--- config.mk ---
export PLATFORM = sky130hd
export DESIGN_NAME = rmaa_fifo
export DESIGN_NICKNAME = d
export VERILOG_FILES = /design/src/sv/rmaa_pkg.sv /design/src/sv/rmaa_fifo.sv
export SDC_FILE = /design/constraint.sdc
export NUM_CORES = 1
export LEC_CHECK = 0
export BUFFER_PORTS_ARGS = -buffer_cell sky130_fd_sc_hd__buf_2
export CAP_MARGIN = 10
export CORE_MARGIN = 2
export CORE_UTILIZATION = 25
export DETAILED_ROUTE_END_ITERATION = 10
export PLACE_DENSITY = 0.5
export SLEW_MARGIN = 20
export SYNTH_ARGS = -nofsm -noshare
export SYNTH_HDL_FRONTEND = slang
export SYNTH_SLANG_ARGS = --single-unit
--- constraint.sdc ---
create_clock -name clk -period 2 [get_ports clk]
set_input_delay 0.4 -clock clk [delete_from_list [all_inputs] [get_ports clk]]
set_output_delay 0.4 -clock clk [all_outputs]
set_load 0.01 [all_outputs]
--- src/sv/rmaa_pkg.sv ---
// ----------------------------------------------------------------------------
// rmaa_pkg: shared types and constants for the axis-angle converter
// Branch codes, the queued request format and the CORDIC arc table.
// ----------------------------------------------------------------------------
package rmaa_pkg;

	localparam int FIFO_DEPTH_DEF = 4;
	localparam int ONE_Q14        = 16384;
	localparam int SINE_RATIO     = 2000;
	localparam int CORDIC_STEPS   = 20;
	localparam logic [21:0] PI_Q20 = 22'd3294199;

	typedef enum logic [1:0] {
		BR_W = 2'd0,
		BR_X = 2'd1,
		BR_Y = 2'd2,
		BR_Z = 2'd3
	} branch_t;

	typedef logic signed [17:0] dval_t;

	typedef struct packed {
		logic [16:0] t;
		branch_t     br;
		dval_t [3:0] d;
	} front_item_t;

	// atan(2^-i) in Q20 radians
	function automatic logic [19:0] arc_q20(input int idx);
		logic [19:0] a;
		unique case (idx)
			0:  a = 20'd823550;
			1:  a = 20'd486170;
			2:  a = 20'd256879;
			3:  a = 20'd130396;
			4:  a = 20'd65451;
			5:  a = 20'd32757;
			6:  a = 20'd16383;
			7:  a = 20'd8192;
			8:  a = 20'd4096;
			9:  a = 20'd2048;
			10: a = 20'd1024;
			11: a = 20'd512;
			12: a = 20'd256;
			13: a = 20'd128;
			14: a = 20'd64;
			15: a = 20'd32;
			16: a = 20'd16;
			17: a = 20'd8;
			18: a = 20'd4;
			19: a = 20'd2;
			default: a = 20'd0;
		endcase
		return a;
	endfunction

endpackage

--- src/sv/rmaa_fifo.sv ---
// ----------------------------------------------------------------------------
// rmaa_fifo: short request queue between front and back
// Register-based ring buffer with a fill count.
// ----------------------------------------------------------------------------
module rmaa_fifo import rmaa_pkg::*; #(
	parameter int DEPTH = FIFO_DEPTH_DEF
) (
	input  logic        clk,
	input  logic        arst_n,
	input  logic        in_valid,
	output logic        in_ready,
	input  front_item_t in_item,
	output logic        out_valid,
	input  logic        out_ready,
	output front_item_t out_item
);

	localparam int AW = (DEPTH > 1) ? $clog2(DEPTH) : 1;
	localparam int CW = $clog2(DEPTH + 1);

	front_item_t    mem_q [0:DEPTH-1];
	logic [AW-1:0]  wr_q, rd_q;
	logic [CW-1:0]  count_q;
	logic           push, pop;

	assign in_ready  = count_q != CW'(DEPTH);
	assign out_valid = count_q != '0;
	assign out_item  = mem_q[rd_q];
	assign push      = in_valid && in_ready;
	assign pop       = out_valid && out_ready;

	always_ff @(posedge clk or negedge arst_n) begin
		if (!arst_n) begin
			wr_q    <= '0;
			rd_q    <= '0;
			count_q <= '0;
		end else begin
			if (push) begin
				wr_q <= (wr_q == AW'(DEPTH - 1)) ? '0 : wr_q + 1'b1;
			end
			if (pop) begin
				rd_q <= (rd_q == AW'(DEPTH - 1)) ? '0 : rd_q + 1'b1;
			end
			if (push && !pop) begin
				count_q <= count_q + 1'b1;
			end else if (pop && !push) begin
				count_q <= count_q - 1'b1;
			end
		end
	end

	always_ff @(posedge clk) begin
		if (push) begin
			mem_q[wr_q] <= in_item;
		end
	end

	a_count_bound: assert property (@(posedge clk) disable iff (!arst_n)
		count_q <= CW'(DEPTH))
		else $error("queue count above depth");

	a_push_only: assert property (@(posedge clk) disable iff (!arst_n)
		(push && !pop) |=> count_q == $past(count_q) + 1'b1)
		else $error("queue count did not advance on push");

	a_pop_only: assert property (@(posedge clk) disable iff (!arst_n)
		(pop && !push) |=> count_q == $past(count_q) - 1'b1)
		else $error("queue count did not drop on pop");

endmodule

==> impl_results.md <==
* Post-route DRC at 0
* Synth area leader: edfxtp_1
* Initial core utilization at 25.2%
* Cts bufs inserted at 42
* # IOs at about 190
* Rows at 85
* Proportion of layout cells with a drive suffix above 1 at roughly half
* Post-DR wirelength/cell at 19.0 µm
* Post-DP Area at between 15000 and 20000 µm²
* Max_slew headroom at 74.3%
* Clock share of power at 27.8%
* Reg2reg start: count_q[0]
* Crit path to: out_item[58]
* WP depth at 4
* Crit start category: flop
* Clk buf depth at 3
* Crit Path Class: reg -> out
* Max_cap viols at 0
* Fin cells at 1506
* Die area at approximately 56000 µm²
* CP startpoint: rd_q[0]
* Htree depth at 2
* Post-synthesis sequential area ratio at 82.1%
* Final design utilization at 32.8%
* Worst ir drop on vdd at 749 µV
* Drt first pass iters at 4
* Syn Nets at approximately 600
* Area growth syn-to-layout at 30.3%
* Worst path arrival time at roughly 2.1 ns
* Worst-path clk slew at ~0.060 ns
* Initial antenna violation count at 4
* Worst Setup End Kind: primary output
* Fin crit share at 123%
* Pins Over Slew Limit at 0
* Hold_ws at 0.0669 ns
* Psw at 7.57 mW
* Hold Crit Class: in -> reg
* Die Y-Extent at 237 µm
* Clk_lat worst skew at about 0.55 ns
* Power Dens Cells at 1540 nW/µm²
* First-pass GRT wire length at between 40000 and 50000 µm
* Vias at approximately 6200
* Internal power at 19.6 mW
* #FFs+latches synth at 371
* Pleak at 5.99 nW
* Cell-by-cell trace of the critical path: buf_12, buf_4, mux4_2, buf_2
* Failing checks: setup timing
* Fin. Hold Viols at 0
* PnR worst setup slack at -0.462 ns
* Dpl hpwl at 17900 µm
* Worst reg2reg endpoint: count_q[1]
* Critical path's largest stage delay at 0.49 ns
* Period minus WS final at 2.46 ns
* TritonCTS clock tree: built
* Reg power frac at about two fifths
* Gr ovfl total at 0
* Worst Skew at between 0.01 and 0.015 ns
* Buf/Inv on CP at 3
* Max stage delay cell, worst path: mux4_2
* Mapped cell area at around 14000 µm²
* Setup Viol. Count Final at 91
* Iter 0 DRT Violations at 339
* Total GRT Usage at approximately a tenth
* Fmax at slightly above 0.4 GHz
* Ys flop type: edfxtp_1
* Worst-margin pin slew at 0.386 ns
* IO Port Bufs at about 190
* Synth cell types at 20
* Largest cells by area after synthesis: edfxtp_1 (81%), mux4_2 (15%), dfrtp_1 (1.3%)
* Synth warn at 0
* Total power at 27.2 mW
* Sw frac at 27.9%
* R2r worst-path depth at 6
* Routed Antenna Nets at 0
* Share of the synthesized area in the top cell type at 80.8%
* Post-Route WL at 28600 µm
* CTS Sinks at 371
* Post-Place Cells at 1423
* Fill cells at 5093
* Cells after Synth at 511
* Top Family by Delay on Critical Path: buffers and inverters
* R2R Setup Slk at approximately 0.040 ns
* Via/cell ratio at 4.10
* EDFF count, synth at roughly 360
* Synth async-reset ratio at 1.89%
* Root buf cell: clkbuf_16
* Pin count of the biggest net entering global routing at 48
* CP max FO at 20
* RSZ-0062 raised after global routing: true
* Required @ worst endpoint at 1.60 ns
* Ant. Diodes at 0
* Final instance area at 17600 µm²
* Final nets at ~900
* Syn avg cell area at 26.5 µm²
* Final RePlAce weighted congestion at 0.680
* Die Width at ~240 µm
* Logic pwr share at roughly 33%
* Vias in the first global route at roughly 6900
* Core Area at approximately 54000 µm²
* Status: finished with violations
[worst min-delay path by stage]
stage / from / slack [ns] / endpoint / depth (start not counted)
after floorplan: arst_n / 0.10 / count_q[0] / 0
after global placement: arst_n / 0.26 / count_q[2] / 1
after detailed placement: arst_n / 0.27 / count_q[2] / 1
after CTS: in_item[0] / 0.01 / mem_q[2][0] / 1
after global routing: in_item[73] / 0.03 / mem_q[1][73] / 1
final: in_item[39] / 0.07 / mem_q[3][39] / 1
[cell usage in the layout, fill, tap and decap left out, types with 4 or more instances in the layout]
| master | count |
|---|---|
| bufinv_16 | 4 |
| edfxtp_1 | 364 |
| ha_1 | 5 |
| clkbuf_16 | 45 |
| clkinvlp_4 | 4 |
| buf_6 | 43 |
| buf_4 | 32 |
| clkinv_2 | 6 |
| mux4_2 | 91 |
| clkinv_1 | 8 |
| clkbuf_1 | 6 |
| and3_4 | 4 |
| buf_12 | 21 |
| buf_2 | 147 |
| dfrtp_1 | 5 |
[worst register-to-register path, delay by kind of cell (launching register included)]
kind,cells,cell delay [ns]
AND/OR/NAND/NOR,2,0.57
adder cells (fa/ha/maj),2,0.57
flip-flops,1,0.39
multiplexers,1,0.27
buffers and inverters,1,0.05
[routing by layer]
layer | part of all wire (%) | vias to the layer above | GRT usage [%] | wire (µm)
met5 | 0.20 | - | 0 | 57
met4 | 2.6 | 8 | 3.82 | 741
met3 | 6.6 | 59 | 3.39 | 1890
met2 | 48 | 153 | 16.6 | 13700
met1 | 43 | 3196 | 13.0 | 12200
li1 | - | 2754 | - | -
[power groups by stage]
stage          sequential [mW]  combinational, mW  clock (mW)
3_3_place_gp              10.7               8.30           0
5_1_grt                   10.7               9.73        8.15
4_1_cts                   10.6               8.94        7.87
3_5_place_dp              10.8               8.32           0
6_report                  10.6               9.01        7.56
2_1_floorplan             10.7               4.60           0
[Yosys cell counts (all sizes together) (2+ instances only)]
master  instances
and3            4
mux2            5
edfxtp        364
buf            19
inv             3
ha              6
xor2            2
dfrtp           7
nor2            3
mux4           91
[cell type report]
cell class | count | area (µm²) | share of cell area, %
inverters | 3 | 11.3 | 0.0639
clock inverters | 23 | 219 | 1.24
repair buffers | 245 | 1920 | 10.9
multi-input cells | 117 | 2350 | 13.3
flip-flops and latches | 371 | 11100 | 63.0
clock buffers | 51 | 1150 | 6.51
well taps | 696 | 871 | 4.94
[metrics by stage]
step	setup TNS [ns]	setup WS, ns
after global placement	-0.0494	-0.0494
after floorplan	-91.97	-0.252
final	-36.10	-0.462
after global routing	-44.27	-0.563
after CTS	-42.07	-0.536
after detailed placement	-0.0940	-0.0752
[sequential cells by signal, summed over array words and instances, names as in the netlist]
| name | flops |
|---|---|
| rd_q | 2 |
| wr_q | 2 |
| count_q | 3 |
| mem_q | 364 |
[what timing repair did]
item,4_1_cts,5_1_grt
gates cloned,1,0
hold endpoints to repair,7,0
pin swaps,4,3
gates resized for setup,33,25
hold buffers,1,0
setup endpoints to repair,95,94
buffers inserted,5,2
[kinds of logic after synthesis]
| logic type | after synthesis | share of synthesized area [%] |
|---|---|---|
| adders and majority gates | 7 | 0.703 |
| buffers and inverters | 23 | 0.888 |
| xor gates and xnor gates | 3 | 0.194 |
| muxes | 96 | 15.6 |
| DFF | 371 | 82.1 |
| and+or+nand+nor | 11 | 0.536 |
Note: power is estimated with default switching activity, not from simulation.
