`config.mk`:
```
export PLATFORM = sky130hd
export DESIGN_NAME = rmaa_front
export DESIGN_NICKNAME = d
export VERILOG_FILES = /design/src/sv/rmaa_pkg.sv /design/src/sv/rmaa_front.sv
export SDC_FILE = /design/constraint.sdc
export NUM_CORES = 1
export LEC_CHECK = 0
export BUFFER_PORTS_ARGS = -buffer_cell sky130_fd_sc_hd__buf_4
export CAP_MARGIN = 20
export CORE_MARGIN = 2
export CORE_UTILIZATION = 30
export CTS_BUF_LIST = sky130_fd_sc_hd__clkbuf_2 sky130_fd_sc_hd__clkbuf_4 sky130_fd_sc_hd__clkbuf_8
export DETAILED_ROUTE_END_ITERATION = 8
export PLACE_DENSITY_LB_ADDON = 0.3
export SLEW_MARGIN = 40
export SYNTH_ARGS = -nofsm -noshare
export SYNTH_HDL_FRONTEND = slang
export SYNTH_SLANG_ARGS = --single-unit
```
`constraint.sdc`:
```
create_clock -name clk -period 8.6 [get_ports clk]
set_input_delay 1.29 -clock clk [delete_from_list [all_inputs] [get_ports clk]]
set_output_delay 1.29 -clock clk [all_outputs]
set_load 0.01 [all_outputs]
```
`src/sv/rmaa_pkg.sv`:
```
// ----------------------------------------------------------------------------
// rmaa_pkg: shared types and constants for the axis-angle converter
// Branch codes, the queued request format and the CORDIC arc table.
// ----------------------------------------------------------------------------
package rmaa_pkg;

	localparam int FIFO_DEPTH_DEF = 4;
	localparam int ONE_Q14        = 16384;
	localparam int SINE_RATIO     = 2000;
	localparam int CORDIC_STEPS   = 20;
	localparam logic [21:0] PI_Q20 = 22'd3294199;

	typedef enum logic [1:0] {
		BR_W = 2'd0,
		BR_X = 2'd1,
		BR_Y = 2'd2,
		BR_Z = 2'd3
	} branch_t;

	typedef logic signed [17:0] dval_t;

	typedef struct packed {
		logic [16:0] t;
		branch_t     br;
		dval_t [3:0] d;
	} front_item_t;

	// atan(2^-i) in Q20 radians
	function automatic logic [19:0] arc_q20(input int idx);
		logic [19:0] a;
		unique case (idx)
			0:  a = 20'd823550;
			1:  a = 20'd486170;
			2:  a = 20'd256879;
			3:  a = 20'd130396;
			4:  a = 20'd65451;
			5:  a = 20'd32757;
			6:  a = 20'd16383;
			7:  a = 20'd8192;
			8:  a = 20'd4096;
			9:  a = 20'd2048;
			10: a = 20'd1024;
			11: a = 20'd512;
			12: a = 20'd256;
			13: a = 20'd128;
			14: a = 20'd64;
			15: a = 20'd32;
			16: a = 20'd16;
			17: a = 20'd8;
			18: a = 20'd4;
			19: a = 20'd2;
			default: a = 20'd0;
		endcase
		return a;
	endfunction

endpackage

```
`src/sv/rmaa_front.sv`:
```
// ----------------------------------------------------------------------------
// rmaa_front: request intake and branch classification
// Forms the four trace sums, picks the branch and the numerators.
// ----------------------------------------------------------------------------
module rmaa_front import rmaa_pkg::*; (
	input  logic         clk,
	input  logic         arst_n,
	input  logic         in_valid,
	output logic         in_ready,
	input  logic [143:0] in_data,
	output logic         out_valid,
	input  logic         out_ready,
	output front_item_t  out_item
);

	logic signed [15:0] a00, a10, a20, a01, a11, a21, a02, a12, a22;
	logic signed [18:0] s0, s1, s2, s3, t_sel;
	branch_t            br;
	dval_t [3:0]        d;
	logic               valid_q;
	front_item_t        item_q;

	assign a00 = in_data[15:0];
	assign a10 = in_data[31:16];
	assign a20 = in_data[47:32];
	assign a01 = in_data[63:48];
	assign a11 = in_data[79:64];
	assign a21 = in_data[95:80];
	assign a02 = in_data[111:96];
	assign a12 = in_data[127:112];
	assign a22 = in_data[143:128];

	always_comb begin
		s0 = 19'(ONE_Q14) + 19'(a00) + 19'(a11) + 19'(a22);
		s1 = 19'(ONE_Q14) + 19'(a00) - 19'(a11) - 19'(a22);
		s2 = 19'(ONE_Q14) + 19'(a11) - 19'(a00) - 19'(a22);
		s3 = 19'(ONE_Q14) + 19'(a22) - 19'(a00) - 19'(a11);
		// ties keep the earlier branch
		t_sel = s0;
		br    = BR_W;
		if (s1 > t_sel) begin
			t_sel = s1;
			br    = BR_X;
		end
		if (s2 > t_sel) begin
			t_sel = s2;
			br    = BR_Y;
		end
		if (s3 > t_sel) begin
			t_sel = s3;
			br    = BR_Z;
		end
		unique case (br)
			BR_W: begin
				d[0] = 18'(a12) - 18'(a21);
				d[1] = 18'(a20) - 18'(a02);
				d[2] = 18'(a01) - 18'(a10);
				d[3] = '0;
			end
			BR_X: begin
				d[0] = '0;
				d[1] = 18'(a01) + 18'(a10);
				d[2] = 18'(a20) + 18'(a02);
				d[3] = 18'(a12) - 18'(a21);
			end
			BR_Y: begin
				d[0] = 18'(a01) + 18'(a10);
				d[1] = '0;
				d[2] = 18'(a12) + 18'(a21);
				d[3] = 18'(a20) - 18'(a02);
			end
			default: begin
				d[0] = 18'(a20) + 18'(a02);
				d[1] = 18'(a12) + 18'(a21);
				d[2] = '0;
				d[3] = 18'(a01) - 18'(a10);
			end
		endcase
	end

	assign in_ready  = !valid_q || out_ready;
	assign out_valid = valid_q;
	assign out_item  = item_q;

	always_ff @(posedge clk or negedge arst_n) begin
		if (!arst_n) begin
			valid_q <= 1'b0;
		end else if (in_ready) begin
			valid_q <= in_valid;
		end
	end

	always_ff @(posedge clk) begin
		if (in_ready && in_valid) begin
			item_q.t  <= t_sel[18] ? 17'd0 : t_sel[16:0];
			item_q.br <= br;
			item_q.d  <= d;
		end
	end

endmodule

```
==> flow_metrics.tcl <==
set metrics [dict create \
    status "finished, violations left" \
    violations "setup timing" \
    synth_common_cells "ha_1, inv_1, a21oi_1" \
    row_count 83 \
    clk_pin_slew_ns 0.12 \
    synth_cell_types 80 \
    grt_pass1_vias 15700 \
    critPathArrivalTime_ns 10.36 \
    core_um2 51000 \
    syn_nets 2313 \
    antennaDiodeCount 0 \
    worst_skew_pair.late_latency_ns 0.40 \
    hold_viol 0 \
    area_delta_synth_final_pct 43.2 \
    slew-limit-headroom_pct 53.5 \
    drc_errors 0 \
    hold_path.startpoint "out_valid$_DFFE_PN0N_" \
    hold_buffers 0 \
    maxCapViolCount 0 \
    initial_utilization_pct 30.2 \
    grt_max_degree 61 \
    utilization_pct 43.2 \
    syn_inst 1840 \
    cts-root-buf "clkbuf_8" \
    cts_max_level 3 \
    synth_top_area_cell "ha_1" \
    track_usage_pct 20.5 \
    tightest_slew_ns 0.689 \
    reg2reg_from "out_valid$_DFFE_PN0N_" \
    fillers 4973 \
    setup_ws_ns -1.60 \
    dr.pass1.iters 6 \
    synth_area_um2 15400 \
    period_minus_slack_ns 10.20 \
    synth_edf_count 87 \
    place_hpwl_mm 46.1 \
    cellPowerDensity_nw_per_um2 478 \
    grt-ovfl-total 0 \
    cpMostUsedCell "o21a_1" \
    finalWirelength_mm 55.9 \
    cts_tree "done" \
    io_buffers 240 \
    clock-skew-final_ns 0.0143 \
    synth_ff_type "edfxtp_1" \
    path_max_fanout 9 \
    drt_iter0_markers 927 \
    ys_seq_area_share_pct 17.1 \
    slowest_stage "fa_2" \
    synth.top_cells.by_area "ha_1, edfxtp_1, fa_1, inv_1, xnor2_1" \
    finalMaxSlewViolations 0 \
    finalSetupViolations 87 \
    clock.fmax_mhz 98.0 \
    yosys.cell_count.top_type "ha_1" \
    grt_pass1_wl_mm 86.0 \
    postSynthAreaPerCell_um2 8.37 \
    path_class "input pin to flip-flop" \
    ys_ff_latch 88 \
    dieHeight_um 231 \
    die_width_um 231 \
    die_area_um2 53100 \
    cp.required_ns 8.76 \
    clkSinkCount 88 \
    critical_path.max_stage_delay_ns 0.58 \
    ir_worst_vdd_mv 0.332 \
    ant_nets 0 \
    async_reset_ff_share_pct 1.14 \
    wl_per_cell_um 18.0 \
    antenna_found_initial 0 \
    vias 15300 \
    p_leak_nw 10.5 \
    ys_warn_count 0 \
    cp-end-kind "flip-flop" \
    synth.top_cell.area_share_pct 20.2 \
    rsz0062_at_grt "yes" \
    drive_gt1_share_pct 33.1 \
    fin_crit_sh_pct 119 \
    stdcell_area_um2 22000 \
    holdWs_ns 0.578 \
    nets 2896 \
    start_kind "input pin" \
    tns_ns -127.29 \
    ios 241 \
    place_area_um2 20700 \
    gp_congestion 0.913 \
    min_path_type "flip-flop to flip-flop" \
    cts_buffers 9 \
    clockBufferDepth 2 \
    crit_start "in_data[2]" \
    via_per_inst 4.91 \
]
## sequential cells by signal, summed over array words and instances, names as in the netlist
signal	count
out_valid	1
out_item	87
## through the flow
step,std cells,setup WS [ns],power (mW)
3_3_place_gp,3052,-2.01,8.42
2_1_floorplan,1840,-1.70,5.65
3_5_place_dp,3052,-2.17,8.49
6_report,3108,-1.60,10.5
4_1_cts,3095,-1.56,10.2
5_1_grt,3108,-2.08,11.3
## kinds of logic (layout without fill, tap and decap cells)
family | after synthesis | after routing | share of synthesized area, %
buffers and inverters | 311 | 897 | 8.10
multiplexers | 28 | 28 | 1.86
AO/OA/AOI/OAI | 519 | 520 | 22.1
flip-flops | 88 | 88 | 17.1
AND/OR/NAND/NOR | 441 | 442 | 13.3
XOR/XNOR | 126 | 126 | 7.22
adder cells (fa/ha/maj) | 327 | 327 | 30.3
## per-layer routing
| layer | up-vias | global-route usage [%] | wire length, µm |
|---|---|---|---|
| met1 | 7225 | 27.4 | 25600 |
| met4 | 0 | 4.25 | 1000 |
| met2 | 401 | 36.2 | 27000 |
| met5 | - | 0 | 0 |
| li1 | 7570 | - | - |
| met3 | 61 | 1.80 | 2310 |
## path summary, 6_finish.rpt
| path | endpoint | slack, ns | depth (start not counted) |
|---|---|---|---|
| hold / removal | out_valid$_DFFE_PN0N_ | 0.58 | 2 |
| max in group asynchronous | out_valid$_DFFE_PN0N_ | 7.87 | 1 |
| setup / recovery | out_item[78]$_SDFFCE_PP0P_ | -1.60 | 52 |
| setup reg to reg | out_item[49]$_DFFE_PP_ | 6.63 | 4 |
| hold reg to reg | out_valid$_DFFE_PN0N_ | 0.58 | 2 |
| min in group asynchronous | out_valid$_DFFE_PN0N_ | 0.65 | 1 |
## layout make-up
| class | instances | area [µm²] | area share, % |
|---|---|---|---|
| Inverter | 241 | 907 | 4.11 |
| Tap cell | 680 | 851 | 3.86 |
| Clock inverter | 7 | 88.8 | 0.403 |
| Sequential cell | 88 | 2640 | 12.0 |
| Clock buffer | 9 | 124 | 0.562 |
| Timing Repair Buffer | 640 | 5270 | 23.9 |
| Multi-Input combinational cell | 1443 | 12200 | 55.2 |
## critical path: cells and delay by family
| kind | cells | cell delay [ns] |
|---|---|---|
| buf+inv | 9 | 1.09 |
| fa+ha+maj | 5 | 1.80 |
| xor+xnor | 1 | 0.14 |
| compound gates | 30 | 5.06 |
| simple gates | 7 | 0.98 |
## power by group
part / internal, mW / switching [mW] / leakage, nW / total [mW]
combinational: 4.45 / 4.68 / 9.51 / 9.13
clock: 0.142 / 0.186 / 0.109 / 0.328
sequential: 0.939 / 0.142 / 0.853 / 1.08
## cells in the final DEF, fill, tap and decap left out, types with 7 or more instances in the layout
cell        n
a211oi_1    8
a211oi_2    9
a21boi_0   13
a21o_1     28
a21oi_1   142
a21oi_2    29
a31oi_1    11
buf_12     13
buf_16      7
buf_4     593
buf_6      21
clkbuf_8    9
edfxtp_1   87
fa_1       75
ha_1      244
inv_1     238
mux2i_1    26
nand2_1   135
nand2_2    13
nand2b_1   19
nand3_1    25
nand4_1    16
nor2_1    113
nor2b_1    18
nor3_1     31
o211ai_1   26
o21a_1     21
o21ai_0    84
o21ai_1    15
o21bai_1   25
o221ai_2   11
o31a_1      9
o31ai_1    11
or3_1      15
xnor2_1    98
xor2_1     23
## repair_timing
action                                  CTS  global route
gates resized for setup                  95            48
pin swaps                                13            29
gates cloned                             10             2
setup buffers                            17            11
endpoints found under the setup margin   87            87
Power figures use the tool's default switching activity.
